### config.mk
export PLATFORM = sky130hd
export DESIGN_NAME = triple_ff_frame_receiver_core_flat
export DESIGN_NICKNAME = d
export VERILOG_FILES = /design/src/hdl/trff_pkg.sv /design/src/hdl/trff_if.sv /design/src/hdl/triple_ff_frame_receiver_core.sv /design/src/hdl/trff_engine.sv /design/src/hdl/trff_drain.sv /design/src/flat_wrapper.sv
export SDC_FILE = /design/constraint.sdc
export NUM_CORES = 1
export LEC_CHECK = 0
export ABC_AREA = 0
export ABC_CLOCK_PERIOD_IN_PS = 6000
export BUFFER_PORTS_ARGS = -buffer_cell sky130_fd_sc_hd__buf_2
export CORE_AREA = 2 2 157 159
export CTS_BUF_LIST = sky130_fd_sc_hd__clkbuf_4
export DETAILED_ROUTE_END_ITERATION = 6
export DIE_AREA = 0 0 159 161
export PLACE_DENSITY = 0.89
export SLEW_MARGIN = 15
export SYNTH_ARGS = -nofsm -noshare
export SYNTH_HDL_FRONTEND = slang
export SYNTH_SLANG_ARGS = --single-unit
### constraint.sdc
create_clock -name clk -period 6 [get_ports clk]
set_input_delay 1.8 -clock clk [delete_from_list [all_inputs] [get_ports clk]]
set_output_delay 1.8 -clock clk [all_outputs]
set_load 0.05 [all_outputs]
### src/hdl/trff_pkg.sv
// ----------------------------------------------------------------------------
// trff_pkg
// Types and constants shared by the triple 0xff frame receiver modules.
// ----------------------------------------------------------------------------
package trff_pkg;

  localparam logic [7:0] TERM_BYTE = 8'hff;
  localparam logic [7:0] INIT_BYTE = 8'h91;

  localparam logic OP_BYTE = 1'b0;
  localparam logic OP_TICK = 1'b1;

  localparam logic [1:0] REG_IDLE_TIMEOUT = 2'd0;
  localparam logic [1:0] REG_INIT_MIN_LEN = 2'd1;
  localparam logic [1:0] REG_MAX_FRAME_LEN = 2'd2;

  localparam logic [15:0] IDLE_TIMEOUT_RST = 16'd300;
  localparam logic [7:0] INIT_MIN_LEN_RST = 8'd8;
  localparam logic [11:0] MAX_FRAME_LEN_RST = 12'd1536;

  localparam int MaxResults = 3;

  typedef enum logic [1:0] {
    KIND_DATA  = 2'd0,
    KIND_END   = 2'd1,
    KIND_ABORT = 2'd2,
    KIND_INIT  = 2'd3
  } kind_t;

  typedef struct packed {
    kind_t       kind;
    logic [7:0]  data_byte;
    logic [15:0] count;
  } result_t;

  typedef struct packed {
    logic [1:0]                   num;
    result_t [MaxResults-1:0]     res;
  } bundle_t;

endpackage

### src/hdl/trff_if.sv
// ----------------------------------------------------------------------------
// trff_in_if / trff_out_if
// Valid/ready channels for received bytes and ticks, and for result words.
// ----------------------------------------------------------------------------
interface trff_in_if;
  logic       valid;
  logic       ready;
  logic       opcode;
  logic [7:0] rx_byte;

  modport source (output valid, output opcode, output rx_byte, input ready);
  modport sink (input valid, input opcode, input rx_byte, output ready);
endinterface

interface trff_out_if;
  logic        valid;
  logic        ready;
  logic [1:0]  kind;
  logic [7:0]  data_byte;
  logic [15:0] count;
  logic        last;

  modport source (output valid, output kind, output data_byte, output count, output last,
                  input ready);
  modport sink (input valid, input kind, input data_byte, input count, input last,
                output ready);
endinterface

### src/hdl/triple_ff_frame_receiver_core.sv
// ----------------------------------------------------------------------------
// triple_ff_frame_receiver_core
// Byte-wise receiver for frames ended by three 0xff bytes, with init-run
// counting and an idle timeout driven by millisecond ticks.
//
// in_ch carries one word per received byte (opcode 0) or per millisecond tick
// (opcode 1). out_ch carries result words: data bytes, frame end with payload
// length, frame abort, or init event with its count; last marks the final
// result word of one input word. Held 0xff bytes come out ahead of the byte
// that shows they were payload.
// The results of an input word form one bundle, registered when the word is
// accepted and then written into a two-bundle queue, whose head supplies the
// result words. One result word leaves per cycle while out_ch.ready is high.
// in_ch.ready is low while a bundle is in flight and the queue already holds
// one, or the queue is full: a stalled receiver holds input back without
// losing results. New input words are taken while earlier results still wait
// in the queue, as long as it has room.
// Configuration writes go through cfg_wr_en, cfg_index and cfg_wr_data; the
// user must write only while the block is idle, which it does not enforce.
// Reset clears all control state and loads timeout 300, init length 8, frame
// max 1536.
// ----------------------------------------------------------------------------
module triple_ff_frame_receiver_core (
  input  logic        clk,
  input  logic        rst,
  input  logic        cfg_wr_en,
  input  logic [1:0]  cfg_index,
  input  logic [15:0] cfg_wr_data,
  trff_in_if.sink     in_ch,
  trff_out_if.source  out_ch
);
  import trff_pkg::*;

  logic       accept;
  logic       push;
  bundle_t    bundle;
  logic [1:0] level;
  result_t    out_res;

  // room for the bundle in flight plus the new one
  assign in_ch.ready = (level == 2'd0) || (level == 2'd1 && !push);
  assign accept      = in_ch.valid && in_ch.ready;

  trff_engine u_engine (
    .clk         (clk),
    .rst         (rst),
    .cfg_wr_en   (cfg_wr_en),
    .cfg_index   (cfg_index),
    .cfg_wr_data (cfg_wr_data),
    .accept      (accept),
    .opcode      (in_ch.opcode),
    .rx_byte     (in_ch.rx_byte),
    .push        (push),
    .bundle      (bundle)
  );

  trff_drain u_drain (
    .clk       (clk),
    .rst       (rst),
    .push      (push),
    .bundle    (bundle),
    .level     (level),
    .out_valid (out_ch.valid),
    .out_ready (out_ch.ready),
    .out_res   (out_res),
    .out_last  (out_ch.last)
  );

  assign out_ch.kind      = out_res.kind;
  assign out_ch.data_byte = out_res.data_byte;
  assign out_ch.count     = out_res.count;

  a_push_nonempty: assert property (@(posedge clk) disable iff (rst)
    push |-> bundle.num != 2'd0)
    else $error("empty bundle pushed");

  a_no_overfill: assert property (@(posedge clk) disable iff (rst)
    push |-> level != 2'd2)
    else $error("bundle pushed into full queue");

  a_level_range: assert property (@(posedge clk) disable iff (rst)
    level != 2'd3)
    else $error("bundle queue level out of range");

  a_valid_after_reset: assert property (@(posedge clk)
    $past(rst) |-> !out_ch.valid)
    else $error("result offered right after reset");

endmodule

### src/hdl/trff_engine.sv
// ----------------------------------------------------------------------------
// trff_engine
// Holds the deframer state and configuration registers and turns one accepted
// word into a bundle of up to three results.
// ----------------------------------------------------------------------------
module trff_engine (
  input  logic              clk,
  input  logic              rst,
  input  logic              cfg_wr_en,
  input  logic [1:0]        cfg_index,
  input  logic [15:0]       cfg_wr_data,
  input  logic              accept,
  input  logic              opcode,
  input  logic [7:0]        rx_byte,
  output logic              push,
  output trff_pkg::bundle_t bundle
);
  import trff_pkg::*;

  logic [15:0] idle_timeout_ms;
  logic [7:0]  init_min_len;
  logic [11:0] max_frame_len;

  logic [11:0] frame_count, frame_count_next;
  logic [1:0]  ff_run, ff_run_next;
  logic [15:0] init_run, init_run_next;
  logic [15:0] idle_ms, idle_ms_next;
  logic        timing_active, timing_active_next;
  logic        frame_all_init, frame_all_init_next;

  bundle_t     bundle_next;

  always_ff @(posedge clk) begin
    if (rst) begin
      idle_timeout_ms <= IDLE_TIMEOUT_RST;
      init_min_len    <= INIT_MIN_LEN_RST;
      max_frame_len   <= MAX_FRAME_LEN_RST;
    end else if (cfg_wr_en) begin
      unique case (cfg_index)
        REG_IDLE_TIMEOUT:  idle_timeout_ms <= cfg_wr_data;
        REG_INIT_MIN_LEN:  init_min_len <= cfg_wr_data[7:0];
        REG_MAX_FRAME_LEN: max_frame_len <= cfg_wr_data[11:0];
        default: ;
      endcase
    end
  end

  always_comb begin
    logic [11:0] cap;
    logic [15:0] limit;
    logic [7:0]  need;
    logic [15:0] idle_inc;
    logic        ovf;
    logic [11:0] fc_eff;
    logic [11:0] fc_new;
    logic [1:0]  ff_eff;
    logic        all_eff;
    logic [1:0]  idx;

    cap      = (max_frame_len == '0) ? 12'd1 : max_frame_len;
    limit    = (idle_timeout_ms == '0) ? 16'd1 : idle_timeout_ms;
    need     = (init_min_len == '0) ? 8'd1 : init_min_len;
    idle_inc = (idle_ms == 16'hffff) ? idle_ms : idle_ms + 16'd1;
    ovf      = frame_count >= cap;
    fc_eff   = ovf ? 12'd0 : frame_count;
    ff_eff   = ovf ? 2'd0 : ff_run;
    all_eff  = ovf ? 1'b1 : frame_all_init;
    fc_new   = fc_eff + 12'd1;
    idx      = 2'd0;

    frame_count_next    = frame_count;
    ff_run_next         = ff_run;
    init_run_next       = init_run;
    idle_ms_next        = idle_ms;
    timing_active_next  = timing_active;
    frame_all_init_next = frame_all_init;
    bundle_next         = '0;

    if (opcode == OP_BYTE) begin
      idle_ms_next       = '0;
      timing_active_next = 1'b1;
      if (frame_count == '0 && rx_byte == INIT_BYTE) begin
        if (init_run != 16'hffff) init_run_next = init_run + 16'd1;
      end else begin
        if (init_run != '0) begin
          bundle_next.res[idx] = '{kind: KIND_INIT, data_byte: '0, count: init_run};
          idx = idx + 2'd1;
          init_run_next = '0;
        end
        if (ovf) begin
          bundle_next.res[idx] = '{kind: KIND_ABORT, data_byte: '0, count: '0};
          idx = idx + 2'd1;
        end
        if (rx_byte == TERM_BYTE) begin
          if (ff_eff >= 2'd2) begin
            bundle_next.res[idx] = '{kind: KIND_END, data_byte: '0,
                                     count: {4'd0, fc_new - 12'd3}};
            idx = idx + 2'd1;
            frame_count_next    = '0;
            ff_run_next         = '0;
            frame_all_init_next = 1'b1;
          end else begin
            ff_run_next         = ff_eff + 2'd1;
            frame_count_next    = fc_new;
            frame_all_init_next = 1'b0;
          end
        end else begin
          for (int i = 0; i < 2; i++) begin
            if (ff_eff > i[1:0] && idx != 2'd3) begin
              bundle_next.res[idx] = '{kind: KIND_DATA, data_byte: TERM_BYTE, count: '0};
              idx = idx + 2'd1;
            end
          end
          if (idx != 2'd3) begin
            bundle_next.res[idx] = '{kind: KIND_DATA, data_byte: rx_byte, count: '0};
            idx = idx + 2'd1;
          end
          ff_run_next         = '0;
          frame_count_next    = fc_new;
          frame_all_init_next = all_eff & (rx_byte == INIT_BYTE);
        end
      end
    end else if (timing_active) begin
      if (idle_inc < limit) begin
        idle_ms_next = idle_inc;
      end else begin
        if (init_run != '0) begin
          bundle_next.res[idx] = '{kind: KIND_INIT, data_byte: '0, count: init_run};
          idx = idx + 2'd1;
          init_run_next = '0;
        end else if (frame_count != '0) begin
          if (frame_all_init && frame_count >= {4'd0, need}) begin
            bundle_next.res[idx] = '{kind: KIND_INIT, data_byte: '0,
                                     count: {4'd0, frame_count}};
          end else begin
            bundle_next.res[idx] = '{kind: KIND_ABORT, data_byte: '0, count: '0};
          end
          idx = idx + 2'd1;
          frame_count_next    = '0;
          ff_run_next         = '0;
          frame_all_init_next = 1'b1;
        end
        timing_active_next = 1'b0;
        idle_ms_next       = '0;
      end
    end
    bundle_next.num = idx;
  end

  always_ff @(posedge clk) begin
    if (rst) begin
      frame_count    <= '0;
      ff_run         <= '0;
      init_run       <= '0;
      idle_ms        <= '0;
      timing_active  <= 1'b0;
      frame_all_init <= 1'b1;
      push           <= 1'b0;
    end else begin
      push <= accept && (bundle_next.num != '0);
      if (accept) begin
        frame_count    <= frame_count_next;
        ff_run         <= ff_run_next;
        init_run       <= init_run_next;
        idle_ms        <= idle_ms_next;
        timing_active  <= timing_active_next;
        frame_all_init <= frame_all_init_next;
      end
    end
  end

  always_ff @(posedge clk) begin
    if (accept) bundle <= bundle_next;
  end

endmodule

### src/hdl/trff_drain.sv
// ----------------------------------------------------------------------------
// trff_drain
// Two-entry queue of result bundles, emptied one result word per cycle while out_ready is high.
// ----------------------------------------------------------------------------
module trff_drain (
  input  logic              clk,
  input  logic              rst,
  input  logic              push,
  input  trff_pkg::bundle_t bundle,
  output logic [1:0]        level,
  output logic              out_valid,
  input  logic              out_ready,
  output trff_pkg::result_t out_res,
  output logic              out_last
);
  import trff_pkg::*;

  bundle_t    mem [2];
  logic       wr_ptr;
  logic       rd_ptr;
  logic [1:0] sub;
  logic       pop;
  bundle_t    head;

  assign head      = mem[rd_ptr];
  assign out_valid = level != '0;
  assign out_res   = head.res[sub];
  assign out_last  = sub == (head.num - 2'd1);
  assign pop       = out_valid && out_ready && out_last;

  always_ff @(posedge clk) begin
    if (push) mem[wr_ptr] <= bundle;
  end

  always_ff @(posedge clk) begin
    if (rst) begin
      wr_ptr <= 1'b0;
      rd_ptr <= 1'b0;
      sub    <= '0;
      level  <= '0;
    end else begin
      if (push) wr_ptr <= ~wr_ptr;
      if (out_valid && out_ready) begin
        if (out_last) begin
          rd_ptr <= ~rd_ptr;
          sub    <= '0;
        end else begin
          sub <= sub + 2'd1;
        end
      end
      level <= level + {1'b0, push} - {1'b0, pop};
    end
  end

endmodule

### src/flat_wrapper.sv
// flat-port wrapper written by rule: the top's interface ports become plain ports
module triple_ff_frame_receiver_core_flat import trff_pkg::*;
  (clk, rst, cfg_wr_en, cfg_index, cfg_wr_data, in_ch_valid, in_ch_opcode, in_ch_rx_byte, in_ch_ready, out_ch_valid, out_ch_kind, out_ch_data_byte, out_ch_count, out_ch_last, out_ch_ready);
  trff_in_if in_ch_i ();
  trff_out_if out_ch_i ();
  input  logic clk;
  input  logic rst;
  input  logic cfg_wr_en;
  input  logic [1:0] cfg_index;
  input  logic [15:0] cfg_wr_data;
  input wire logic [$bits(in_ch_i.valid)-1:0] in_ch_valid;
  input wire logic [$bits(in_ch_i.opcode)-1:0] in_ch_opcode;
  input wire logic [$bits(in_ch_i.rx_byte)-1:0] in_ch_rx_byte;
  output wire logic [$bits(in_ch_i.ready)-1:0] in_ch_ready;
  output wire logic [$bits(out_ch_i.valid)-1:0] out_ch_valid;
  output wire logic [$bits(out_ch_i.kind)-1:0] out_ch_kind;
  output wire logic [$bits(out_ch_i.data_byte)-1:0] out_ch_data_byte;
  output wire logic [$bits(out_ch_i.count)-1:0] out_ch_count;
  output wire logic [$bits(out_ch_i.last)-1:0] out_ch_last;
  input wire logic [$bits(out_ch_i.ready)-1:0] out_ch_ready;
  assign in_ch_i.valid = in_ch_valid;
  assign in_ch_i.opcode = in_ch_opcode;
  assign in_ch_i.rx_byte = in_ch_rx_byte;
  assign in_ch_ready = in_ch_i.ready;
  assign out_ch_valid = out_ch_i.valid;
  assign out_ch_kind = out_ch_i.kind;
  assign out_ch_data_byte = out_ch_i.data_byte;
  assign out_ch_count = out_ch_i.count;
  assign out_ch_last = out_ch_i.last;
  assign out_ch_i.ready = out_ch_ready;
  triple_ff_frame_receiver_core u_core (.clk(clk), .rst(rst), .cfg_wr_en(cfg_wr_en), .cfg_index(cfg_index), .cfg_wr_data(cfg_wr_data), .in_ch(in_ch_i), .out_ch(out_ch_i));
endmodule
Yosys cells after proc, flatten, opt, wreduce, memory -nomap -nowiden
Memories as Yosys holds them, arrays and structs flattened. A register that Yosys moved wholly into a read port is not among the register bits.
Cells that the tools add are included.
Cells by class
  add/subtract/negate cells: 13
  magnitude comparators: 15
  eq/ne operators: 17
  muxes and demuxes: 107
  bitwise gates (word level): 12
  reduce and logical (&&, ||, !) cells: 33
Operators with widths (number)
  $mux 78: 14
  $mux 26: 14
  $demux 26 s2: 4
  $mux 16: 11
  $bwmux 78: 2
  $mux 12: 10
  $and 54x54->54: 2
  $not 54->54: 2
  $and 25x75->75: 1
  $not 75->75: 1
  $mux 2: 28
  $bmux 26 s2: 1
  $or 24x24->24: 2
  $add 16x1->16 const B: 2
  $mux 25: 1
  $logic_not 12->1: 2
  $mux 1: 21
  $eq 16x16->1 const B: 1
  $eq 8x8->1 const B: 2
  $logic_not 16->1: 1
  $lt 16x16->1: 1
  $ne 16x16->1 const B: 1
  $reduce_bool 16->1: 1
  $lt 2x3->1 const B: 5
  other kinds (32): 67
Word-level totals
  flip-flop bits (word level): 171
  RAM bits: 160
  input port bits: 32
  output and inout bits: 29
  logic and storage cells: 222
  memories: 1
Memory list
  u_core.u_drain.mem: words 2, bits a word 80, rd ports 1, clocked after Yosys merged registers in 1, write ports 1, line trff_drain.sv:18  | bundle_t mem [2];

Logic depth before layout (Yosys ltp)
Gate-level depths: netlist (run 1).
  depth after elaboration: 29
  gate-level depth with buffers: 21
  mapped depth without buffers: 18

Hierarchy
A second synthesis (run 1) with hierarchy kept.
Unflattened totals
  cell total of the unflattened synthesis: 1381
  area, all modules: 15620.0 um2
Modules (own cells, without submodules)
  trff_engine: instances 1, cells an instance 1057, area each 9213.8 um2, seq. area each 3833.7 um2
  trff_drain: instances 1, cells an instance 322, area each 6391.1 um2, seq. area each 4944.7 um2
  triple_ff_frame_receiver_core: instances 1, cells an instance 2, area each 15.0 um2, seq. area each 0.0 um2

Least setup slack after synthesis (run 1)
Ideal clock, no wire load.
  path kind: flip-flop to flip-flop
  start: reg u_core.u_engine.frame_count[0]
  end: reg, netlist name u_core.u_engine.bundle[42]
  setup time: 0.132 ns
  arrival time: 4.573 ns
  required time: 5.868 ns
  path slack: 1.295 ns
  cell stages (with the launch flop): 22
  path buffers: 5
  clock period less this slack: 4.705 ns
  cell sequence: dfxtp_1 > clkbuf_1 > inv_1 > ha_1 > nor3b_1 > o21ai_1 > nand2_1 > clkbuf_1 > nand2_1 > inv_1 > buf_2 > buf_1 > ha_1 > clkbuf_1 > or4_1 > nand2_1 > ha_1 > a221oi_1 > nand2_1 > and3_1 > nor4_2 > a21o_1
On the way
  longest elaborated chain between the ends: 23
  elaborated cells on any way between the ends: 59
  those cells by class: add/sub (2); order compare (10); eq/ne (3); mux (34); bitwise (2); reduce/logical (8)
Ends and longest elaborated chain
  start: declaration: line trff_engine.sv:24  | logic [11:0] frame_count, frame_count_next;
  start signal: assignment: line trff_engine.sv:162  | frame_count <= frame_count_next;
  parallel branches: the longest is 23 deep, another holds $ge 12x12->1
Several ways; the timed one is not identified. The select of a mux whose other input is x is not followed.
A chain may end at the register's enable or synchronous reset.

Worst setup path in the final report (run 1)
  start: reg u_core.u_engine.frame_count[9]
  end: reg, netlist name u_core.u_engine.bundle[44]
On the way
  longest elaborated chain between the ends: 23
  elaborated cells on any way between the ends: 59
  those cells by class: add/sub (2); order compare (10); eq/ne (3); mux (34); bitwise (2); reduce/logical (8)
Ends and longest elaborated chain
  parallel branches: the longest is 23 deep, another holds $ge 12x12->1
Several ways; the timed one is not identified. The select of a mux whose other input is x is not followed.

==> flow_metrics.py, run 1 <==
metrics = {
    "sta": {
        "max_freq_mhz": 185,
        "slew_violations": 0,
        "max_slew.worst_pin.slew_ns": 1.06,
        "rsz0062_at_grt": "false",
        "finalClockSkew_ns": 0.0426,
        "setup_violations": 0,
        "max_slew_margin_pct": 28.7,
        "fin_tns_setup_ns": 0,
        "hold_viol": 0,
        "timing.final.ws_setup_ns": 0.585,
        "finalCriticalPeriod_ns": 5.41,
        "fin_crit_sh_pct": 90.2,
    },
    "setup_path": {
        "path_buf_inv": 1,
        "crit_slowest_cell": "nor4_2",
        "criticalPathCategory": "flip-flop to flip-flop",
        "cp_top_family": "simple AND/OR/NAND/NOR gates",
        "crit_top_cell": "nand2_1",
        "cp_max_fo": 16,
        "slowest_delay_ns": 0.66,
        "critPathCaptureType": "flip-flop",
        "arrival_ns": 5.96,
        "crit_chain": "ha_1, nand4_1, nor4_2, nand2_1, nand2_1, buf_4, ha_1, o41ai_2, nand2_1, ha_1, a221oi_1, nand2_1, and3_1, nor4_2, a21o_1",
        "cp.required_ns": 6.55,
        "cp-start-kind": "flip-flop",
    },
    "route": {
        "first_pass_iters": 6,
        "num_vias": 11400,
        "wire_per_inst_um": 19.9,
        "avgViaCountPerCell": 6.21,
        "drc": 0,
        "antenna_left": 0,
        "routed_wirelength_um": 36500,
        "drt_iter0_drc": 1070,
    },
    "clock_network": {
        "clkSinkCount": 305,
        "cts_hold_buf": 0,
        "cts_buffer_depth": 3,
        "cts_made_buffers": 74,
        "clk_pin_slew_worst_paths_ns": 0.06,
        "cts-root-buf": "clkbuf_4",
        "htreeDepth": 3,
        "cts_tree": "yes",
        "clock_latency_ns": 0.70,
    },
    "yosys": {
        "synth_edf_count": 213,
        "synthArstFlopShare_pct": 0,
        "synth_ff_type": "edfxtp_1",
        "netlist_instances": 1367,
        "synth.distinct_cells": 90,
        "syn_nets": 1450,
        "yosysTopAreaCell": "edfxtp_1",
        "seq_area_frac_synth_pct": 54.9,
        "ys_warn_count": 0,
        "yosys.area.top_type_share_pct": 42.6,
        "synth_seq_cells": 305,
        "avgSynthCellArea_um2": 11.0,
        "synth_area_mm2": 0.0150,
        "synthTopCellsByArea": "edfxtp_1 (43%), dfxtp_1 (12%), ha_1 (4.2%)",
    },
    "power_and_ir_drop": {
        "power_density_mw_per_mm2": 262,
        "p_switching_mw": 1.05,
        "clock_power_share_pct": 39.5,
        "swShare_pct": 24.1,
        "p_comb_share_pct": 6.5,
        "internal_power_mw": 3.30,
        "pwr-share-seq_pct": 54.1,
        "leakagePower_nw": 6.33,
        "ir_drop_mv": 0.165,
    },
    "final_layout": {
        "post-route-util_pct": 69.2,
        "syn2layout_area_growth_pct": 10.5,
        "drive_above_1_share_pct": 17.6,
        "layout_common_cells": "edfxtp_1 (213), nand2_1 (132), a21oi_1 (105), clkbuf_4 (105), nor2_1 (94)",
        "final_common_cell": "edfxtp_1",
        "nets": 1535,
    },
    "floorplan": {
        "initial_core_util_pct": 62.6,
        "rows": 57,
        "dieWidth_um": 159,
        "die_area_mm2": 0.0256,
        "ioPinCount": 61,
        "coreArea_mm2": 0.0240,
        "die_h_um": 161,
    },
    "status": {
        "status": "finished clean",
    },
    "placement": {
        "place_hpwl_um": 25400,
        "routabilityCongestion": 1.02,
        "post-place-ws_ns": 0.544,
        "port_buffers": 60,
    },
    "flow_run": {
        "drv_cap": 0,
    },
    "global_route": {
        "grtUsageTotal_pct": 28.4,
        "first_global_vias": 11100,
        "grt_pass1_wl_um": 57400,
        "grt_max_degree": 72,
        "antenna_found_initial": 1,
        "gr-total-overflow": 0,
    },
    "worst_hold_path": {
        "holdCritPathClass": "flip-flop to flip-flop",
    },
}
-- layout make-up --
class	instances	area [um2]
flip-flops and latches	305	8240
fillers	1761	7380
multi-input cells	906	6170
clock buffers	105	788
repair buffers	85	500
well taps	324	405
inverters	80	300
clock inverters	25	175
diodes	1	2.50
-- state kept, by name (all words and copies together) (netlist names), 8 cells and up, named ones only --
signal and cells:
u_core.u_drain.mem 142, u_core.u_engine.bundle 71, u_core.u_engine.frame_count 12, u_core.u_engine.idle_ms 16, u_core.u_engine.idle_timeout_ms 16, u_core.u_engine.init_min_len 8, u_core.u_engine.init_run 16, u_core.u_engine.max_frame_len 12
-- stage by stage --
step                instance area (um2)  hold slack, ns  total power, mW  instances
floorplan                         15000           0.421             2.58       1367
global placement                  15600           0.423             2.66       1700
detailed placement                15600           0.429             2.68       1700
CTS                               16600           0.429             4.38       1830
global route                      16600           0.433             4.50       1831
finish                            16600           0.427             4.35       1831
-- cell families after synthesis --
kind of cell	after synthesis	share of synthesized area, %
xor+xnor	25	1.58
fa+ha+maj	51	4.30
flops	305	54.9
mux	63	6.07
buf+inv	156	4.10
compound gates	311	13.7
simple gates	456	15.4
-- cells in the mapped netlist (all sizes together), types with 4 or more instances --
cell type / count
a221oi: 4
or4: 7
xor2: 6
o2bb2ai: 4
or2: 5
o31ai: 8
nor4: 17
and4: 7
or3: 13
dfxtp: 92
mux2: 4
nand2: 132
a31oi: 16
nor2b: 10
nand2b: 17
nor3b: 4
xnor2: 19
o22ai: 26
a22oi: 5
nor2: 95
a21o: 29
a311oi: 8
inv: 80
mux4: 22
nor3: 36
mux2i: 37
nand4: 23
o211ai: 6
edfxtp: 213
clkbuf: 55
nand3: 44
a211oi: 7
and3: 11
o21a: 6
buf: 21
and2: 18
o21ai: 41
nand3b: 8
ha: 50
a211o: 9
a21oi: 106
-- final timing paths --
path	startpoint	to	slack, ns	depth (start not counted)
hold / removal	u_core.u_engine.bundle[11]$_DFFE_PP_	u_core.u_drain.mem[1][11]$_DFFE_PP_	0.43	0
hold reg to reg	u_core.u_engine.bundle[11]$_DFFE_PP_	u_core.u_drain.mem[1][11]$_DFFE_PP_	0.43	0
setup reg to reg	u_core.u_engine.frame_count[9]$_SDFFE_PP0P_	u_core.u_engine.bundle[44]$_SDFFCE_PP0P_	0.59	15
setup / recovery	u_core.u_engine.frame_count[9]$_SDFFE_PP0P_	u_core.u_engine.bundle[44]$_SDFFCE_PP0P_	0.59	15
-- worst register-to-register path, delay by kind of cell, from the launching register on --
| kind | cells | cell delay (ns) |
|---|---|---|
| buffers and inverters | 1 | 0.23 |
| DFF | 1 | 0.64 |
| adders and majority gates | 3 | 0.86 |
| and+or+nand+nor | 8 | 2.42 |
| AOI/OAI and AO/OA | 3 | 1.13 |
-- metal layers --
| layer | part of all wire (%) | vias up | track usage [%] |
|---|---|---|---|
| li1 | - | 5324 | - |
| met1 | 40 | 5356 | 36.7 |
| met2 | 48 | 576 | 46.8 |
| met3 | 8.6 | 110 | 5.60 |
| met4 | 3.8 | 0 | 12.8 |
| met5 | 0 | - | 0 |
-- what timing repair did --
item / CTS / global route
setup buffers: 0 / 0
resized for setup: 0 / 1
endpoints found under the hold margin: 0 / 0
setup endpoints to repair: 0 / 8
-- power groups by stage --
stage / clock (mW) / sequential (mW) / combinational (mW)
2_1_floorplan: 0 / 2.38 / 0.201
3_3_place_gp: 0 / 2.39 / 0.274
3_5_place_dp: 0 / 2.40 / 0.279
4_1_cts: 1.75 / 2.35 / 0.281
5_1_grt: 1.84 / 2.36 / 0.303
6_report: 1.72 / 2.35 / 0.281
(Power assumes the default switching activity.)
==> inputs of run 2 (changes only) <==
--- a/config.mk
+++ b/config.mk
@@ -8,12 +8,13 @@
 export ABC_AREA = 0
 export ABC_CLOCK_PERIOD_IN_PS = 6000
 export BUFFER_PORTS_ARGS = -buffer_cell sky130_fd_sc_hd__buf_2
-export CORE_AREA = 2 2 157 159
+export CORE_AREA = 2 2 160 162
 export CTS_BUF_LIST = sky130_fd_sc_hd__clkbuf_4
 export DETAILED_ROUTE_END_ITERATION = 6
-export DIE_AREA = 0 0 159 161
+export DIE_AREA = 0 0 162 164
 export PLACE_DENSITY = 0.89
 export SLEW_MARGIN = 15
 export SYNTH_ARGS = -nofsm -noshare
 export SYNTH_HDL_FRONTEND = slang
+export SYNTH_HIERARCHICAL = 1
 export SYNTH_SLANG_ARGS = --single-unit
==> run 2 against run 1 <==
  * Register-to-register slack got worse by 0.02 ns
  * Synthesized area increased by 4.1%
  * Die area increased by 3.8%
  * Combinational power increased by 14%
  * Via count increased by 1.3%
==> flow_metrics.py, run 2 <==
metrics = {
    "yosys": {
        "muxShareOfSynthArea_pct": 6.76,
        "synth-xor-area-share_pct": 1.67,
        "netlist_instances": 1381,
        "yosysTopAreaCell": "edfxtp_1",
        "synthTopCellsByArea": "edfxtp_1 (44%), dfxtp_1 (12%), ha_1 (3.8%)",
        "synth_compound_area_share_pct": 12.3,
        "synthSimpleGateAreaFrac_pct": 14.7,
        "ys_warn_count": 6,
        "yosysMostFrequentCell": "edfxtp_1",
        "synth_top_family_by_area": "simple AND/OR/NAND/NOR gates",
        "ys_top_cells_by_count": "edfxtp_1 (231), nand2_1 (115), nor2_1 (100)",
        "avgSynthCellArea_um2": 11.3,
        "seq_area_frac_synth_pct": 56.2,
        "synth.distinct_cells": 90,
        "synthArstFlopShare_pct": 0,
        "synth_area_mm2": 0.0156,
        "synth_seq_cells": 323,
        "yosys.area.top_type_share_pct": 44.4,
        "synth_ff_type": "edfxtp_1",
        "synth_edf_count": 231,
        "synth_adder_area_share_pct": 3.97,
    },
    "clock_network": {
        "clk_pin_slew_worst_paths_ns": 0.07,
        "cts-root-buf": "clkbuf_4",
        "clock_latency_ns": 0.70,
        "htreeDepth": 3,
        "clkSinkCount": 323,
        "cts_tree": "yes",
        "cts_buffer_depth": 3,
        "cts_hold_buf": 0,
        "post-cts-setup-buffer-count": 0,
        "cts_made_buffers": 81,
        "cts_resized": 0,
    },
    "final_layout": {
        "nFillCells": 1715,
        "final_common_cell": "edfxtp_1",
        "post-route-util_pct": 69.2,
        "top_regs": "u_core/u_drain/mem (160), u_core/u_engine/bundle (71)",
        "nets": 1559,
        "syn2layout_area_growth_pct": 10.0,
        "drive_above_1_share_pct": 17.7,
        "largest_register_ffs": 160,
        "stdcell_area_mm2": 0.0172,
        "stdcell_count": 1859,
        "largest-register": "u_core/u_drain/mem",
        "layout_common_cells": "edfxtp_1 (231), nand2_1 (115), clkbuf_4 (113), nor2_1 (100), dfxtp_1 (91)",
    },
    "global_route": {
        "grtUsageTotal_pct": 28.1,
        "antenna_found_initial": 1,
        "first_global_vias": 11500,
        "grt_pass1_wl_um": 58600,
        "gr-total-overflow": 0,
        "grt_max_degree": 81,
    },
    "sta": {
        "finalCriticalPeriod_ns": 5.44,
        "slew_violations": 0,
        "rsz0062_at_grt": "false",
        "fin_tns_setup_ns": 0,
        "whs_ns": 0.434,
        "max_slew.worst_pin.slew_ns": 1.24,
        "hold_viol": 0,
        "finalClockSkew_ns": 0.0459,
        "setup_violations": 0,
        "max_freq_mhz": 184,
        "fin_crit_sh_pct": 90.6,
        "max_slew_margin_pct": 17.0,
        "timing.final.ws_setup_ns": 0.562,
    },
    "floorplan": {
        "dieWidth_um": 162,
        "initial_core_util_pct": 62.9,
        "die_h_um": 164,
        "rows": 58,
        "ioPinCount": 61,
        "coreArea_mm2": 0.0248,
        "die_area_mm2": 0.0266,
    },
    "placement": {
        "post-place-ws_ns": 0.658,
        "placed_area_mm2": 0.0162,
        "place_hpwl_um": 25100,
        "dp.cells": 1725,
        "routabilityCongestion": 0.946,
        "port_buffers": 60,
    },
    "setup_path": {
        "cp-start-kind": "flip-flop",
        "critPathCaptureType": "flip-flop",
        "criticalPathCategory": "flip-flop to flip-flop",
        "arrival_ns": 5.84,
        "cp_max_fo": 11,
        "cp.required_ns": 6.40,
    },
    "power_and_ir_drop": {
        "ir_drop_mv": 0.248,
        "power_mw": 4.62,
        "leakagePower_nw": 6.36,
        "power_density_mw_per_mm2": 269,
    },
    "route": {
        "wire_per_inst_um": 19.8,
        "avgViaCountPerCell": 6.19,
        "antenna_left": 0,
        "routed_wirelength_um": 36800,
        "num_vias": 11500,
        "first_pass_iters": 6,
        "drt_iter0_drc": 1104,
        "drc": 0,
    },
    "flow_run": {
        "drv_cap": 0,
    },
    "status": {
        "status": "finished clean",
    },
    "worst_hold_path": {
        "holdCritPathClass": "flip-flop to flip-flop",
    },
}
run 2: area by class of cell:
type	instances	area, um2	area share (%)
sequential	323	8780	51.1
multi-input combinational	902	6200	36.1
clock buffer	113	848	4.94
timing repair buffer	85	488	2.84
tap	330	413	2.40
inverter	85	319	1.86
clock inverter	20	131	0.765
antenna	1	2.50	0.0146
run 2: final timing paths:
path	start	endpoint	slack (ns)	cells past startpoint
setup / recovery	u_core/u_engine/max_frame_len[1]$_SDFFE_PP0P_	u_core/u_engine/bundle[5]$_DFFE_PP_	0.56	17
hold / removal	u_core/u_engine/bundle[79]$_DFFE_PP_	u_core/u_drain/mem[1][79]$_DFFE_PP_	0.43	0
setup reg to reg	u_core/u_engine/max_frame_len[1]$_SDFFE_PP0P_	u_core/u_engine/bundle[5]$_DFFE_PP_	0.56	17
hold reg to reg	u_core/u_engine/bundle[79]$_DFFE_PP_	u_core/u_drain/mem[1][79]$_DFFE_PP_	0.43	0
run 2: worst max-delay path, cell delays in order, from the launching register on:
cell and delay, ns:
dfxtp_1 0.32, nor4_1 0.29, a31o_2 0.20, ha_1 0.21
nand2b_1 0.14, a2111oi_1 0.54, nor4_2 0.23, nor2_2 0.45
o21ai_0 0.34, fa_1 0.67, inv_1 0.13, ha_1 0.34
and3_1 0.17, o21a_1 0.13, nand3_1 0.15, and4_1 0.28
o21ai_0 0.41, o211ai_1 0.17
run 2: kinds of logic (layout without fill, tap and decap cells):
logic type,count (synthesis),count (layout)
xor gates and xnor gates,29,29
buffers and inverters,164,303
muxes,71,71
other,1,10
AOI/OAI and AO/OA,297,297
DFF,323,323
and+or+nand+nor,447,447
adders and majority gates,49,49
run 2: metal layers:
| layer | global-route usage, % | part of all wire (%) | up-vias |
|---|---|---|---|
| met5 | 0 | 0 | - |
| met4 | 12.1 | 3.2 | 0 |
| met3 | 5.83 | 8.3 | 112 |
| met2 | 47.9 | 49 | 566 |
| met1 | 35.0 | 39 | 5473 |
| li1 | - | - | 5363 |
run 2: where the power goes:
group / total [mW] / internal [mW] / switching [mW]
clock network: 1.79 / 0.914 / 0.879
logic: 0.320 / 0.0971 / 0.223
registers: 2.50 / 2.46 / 0.0416
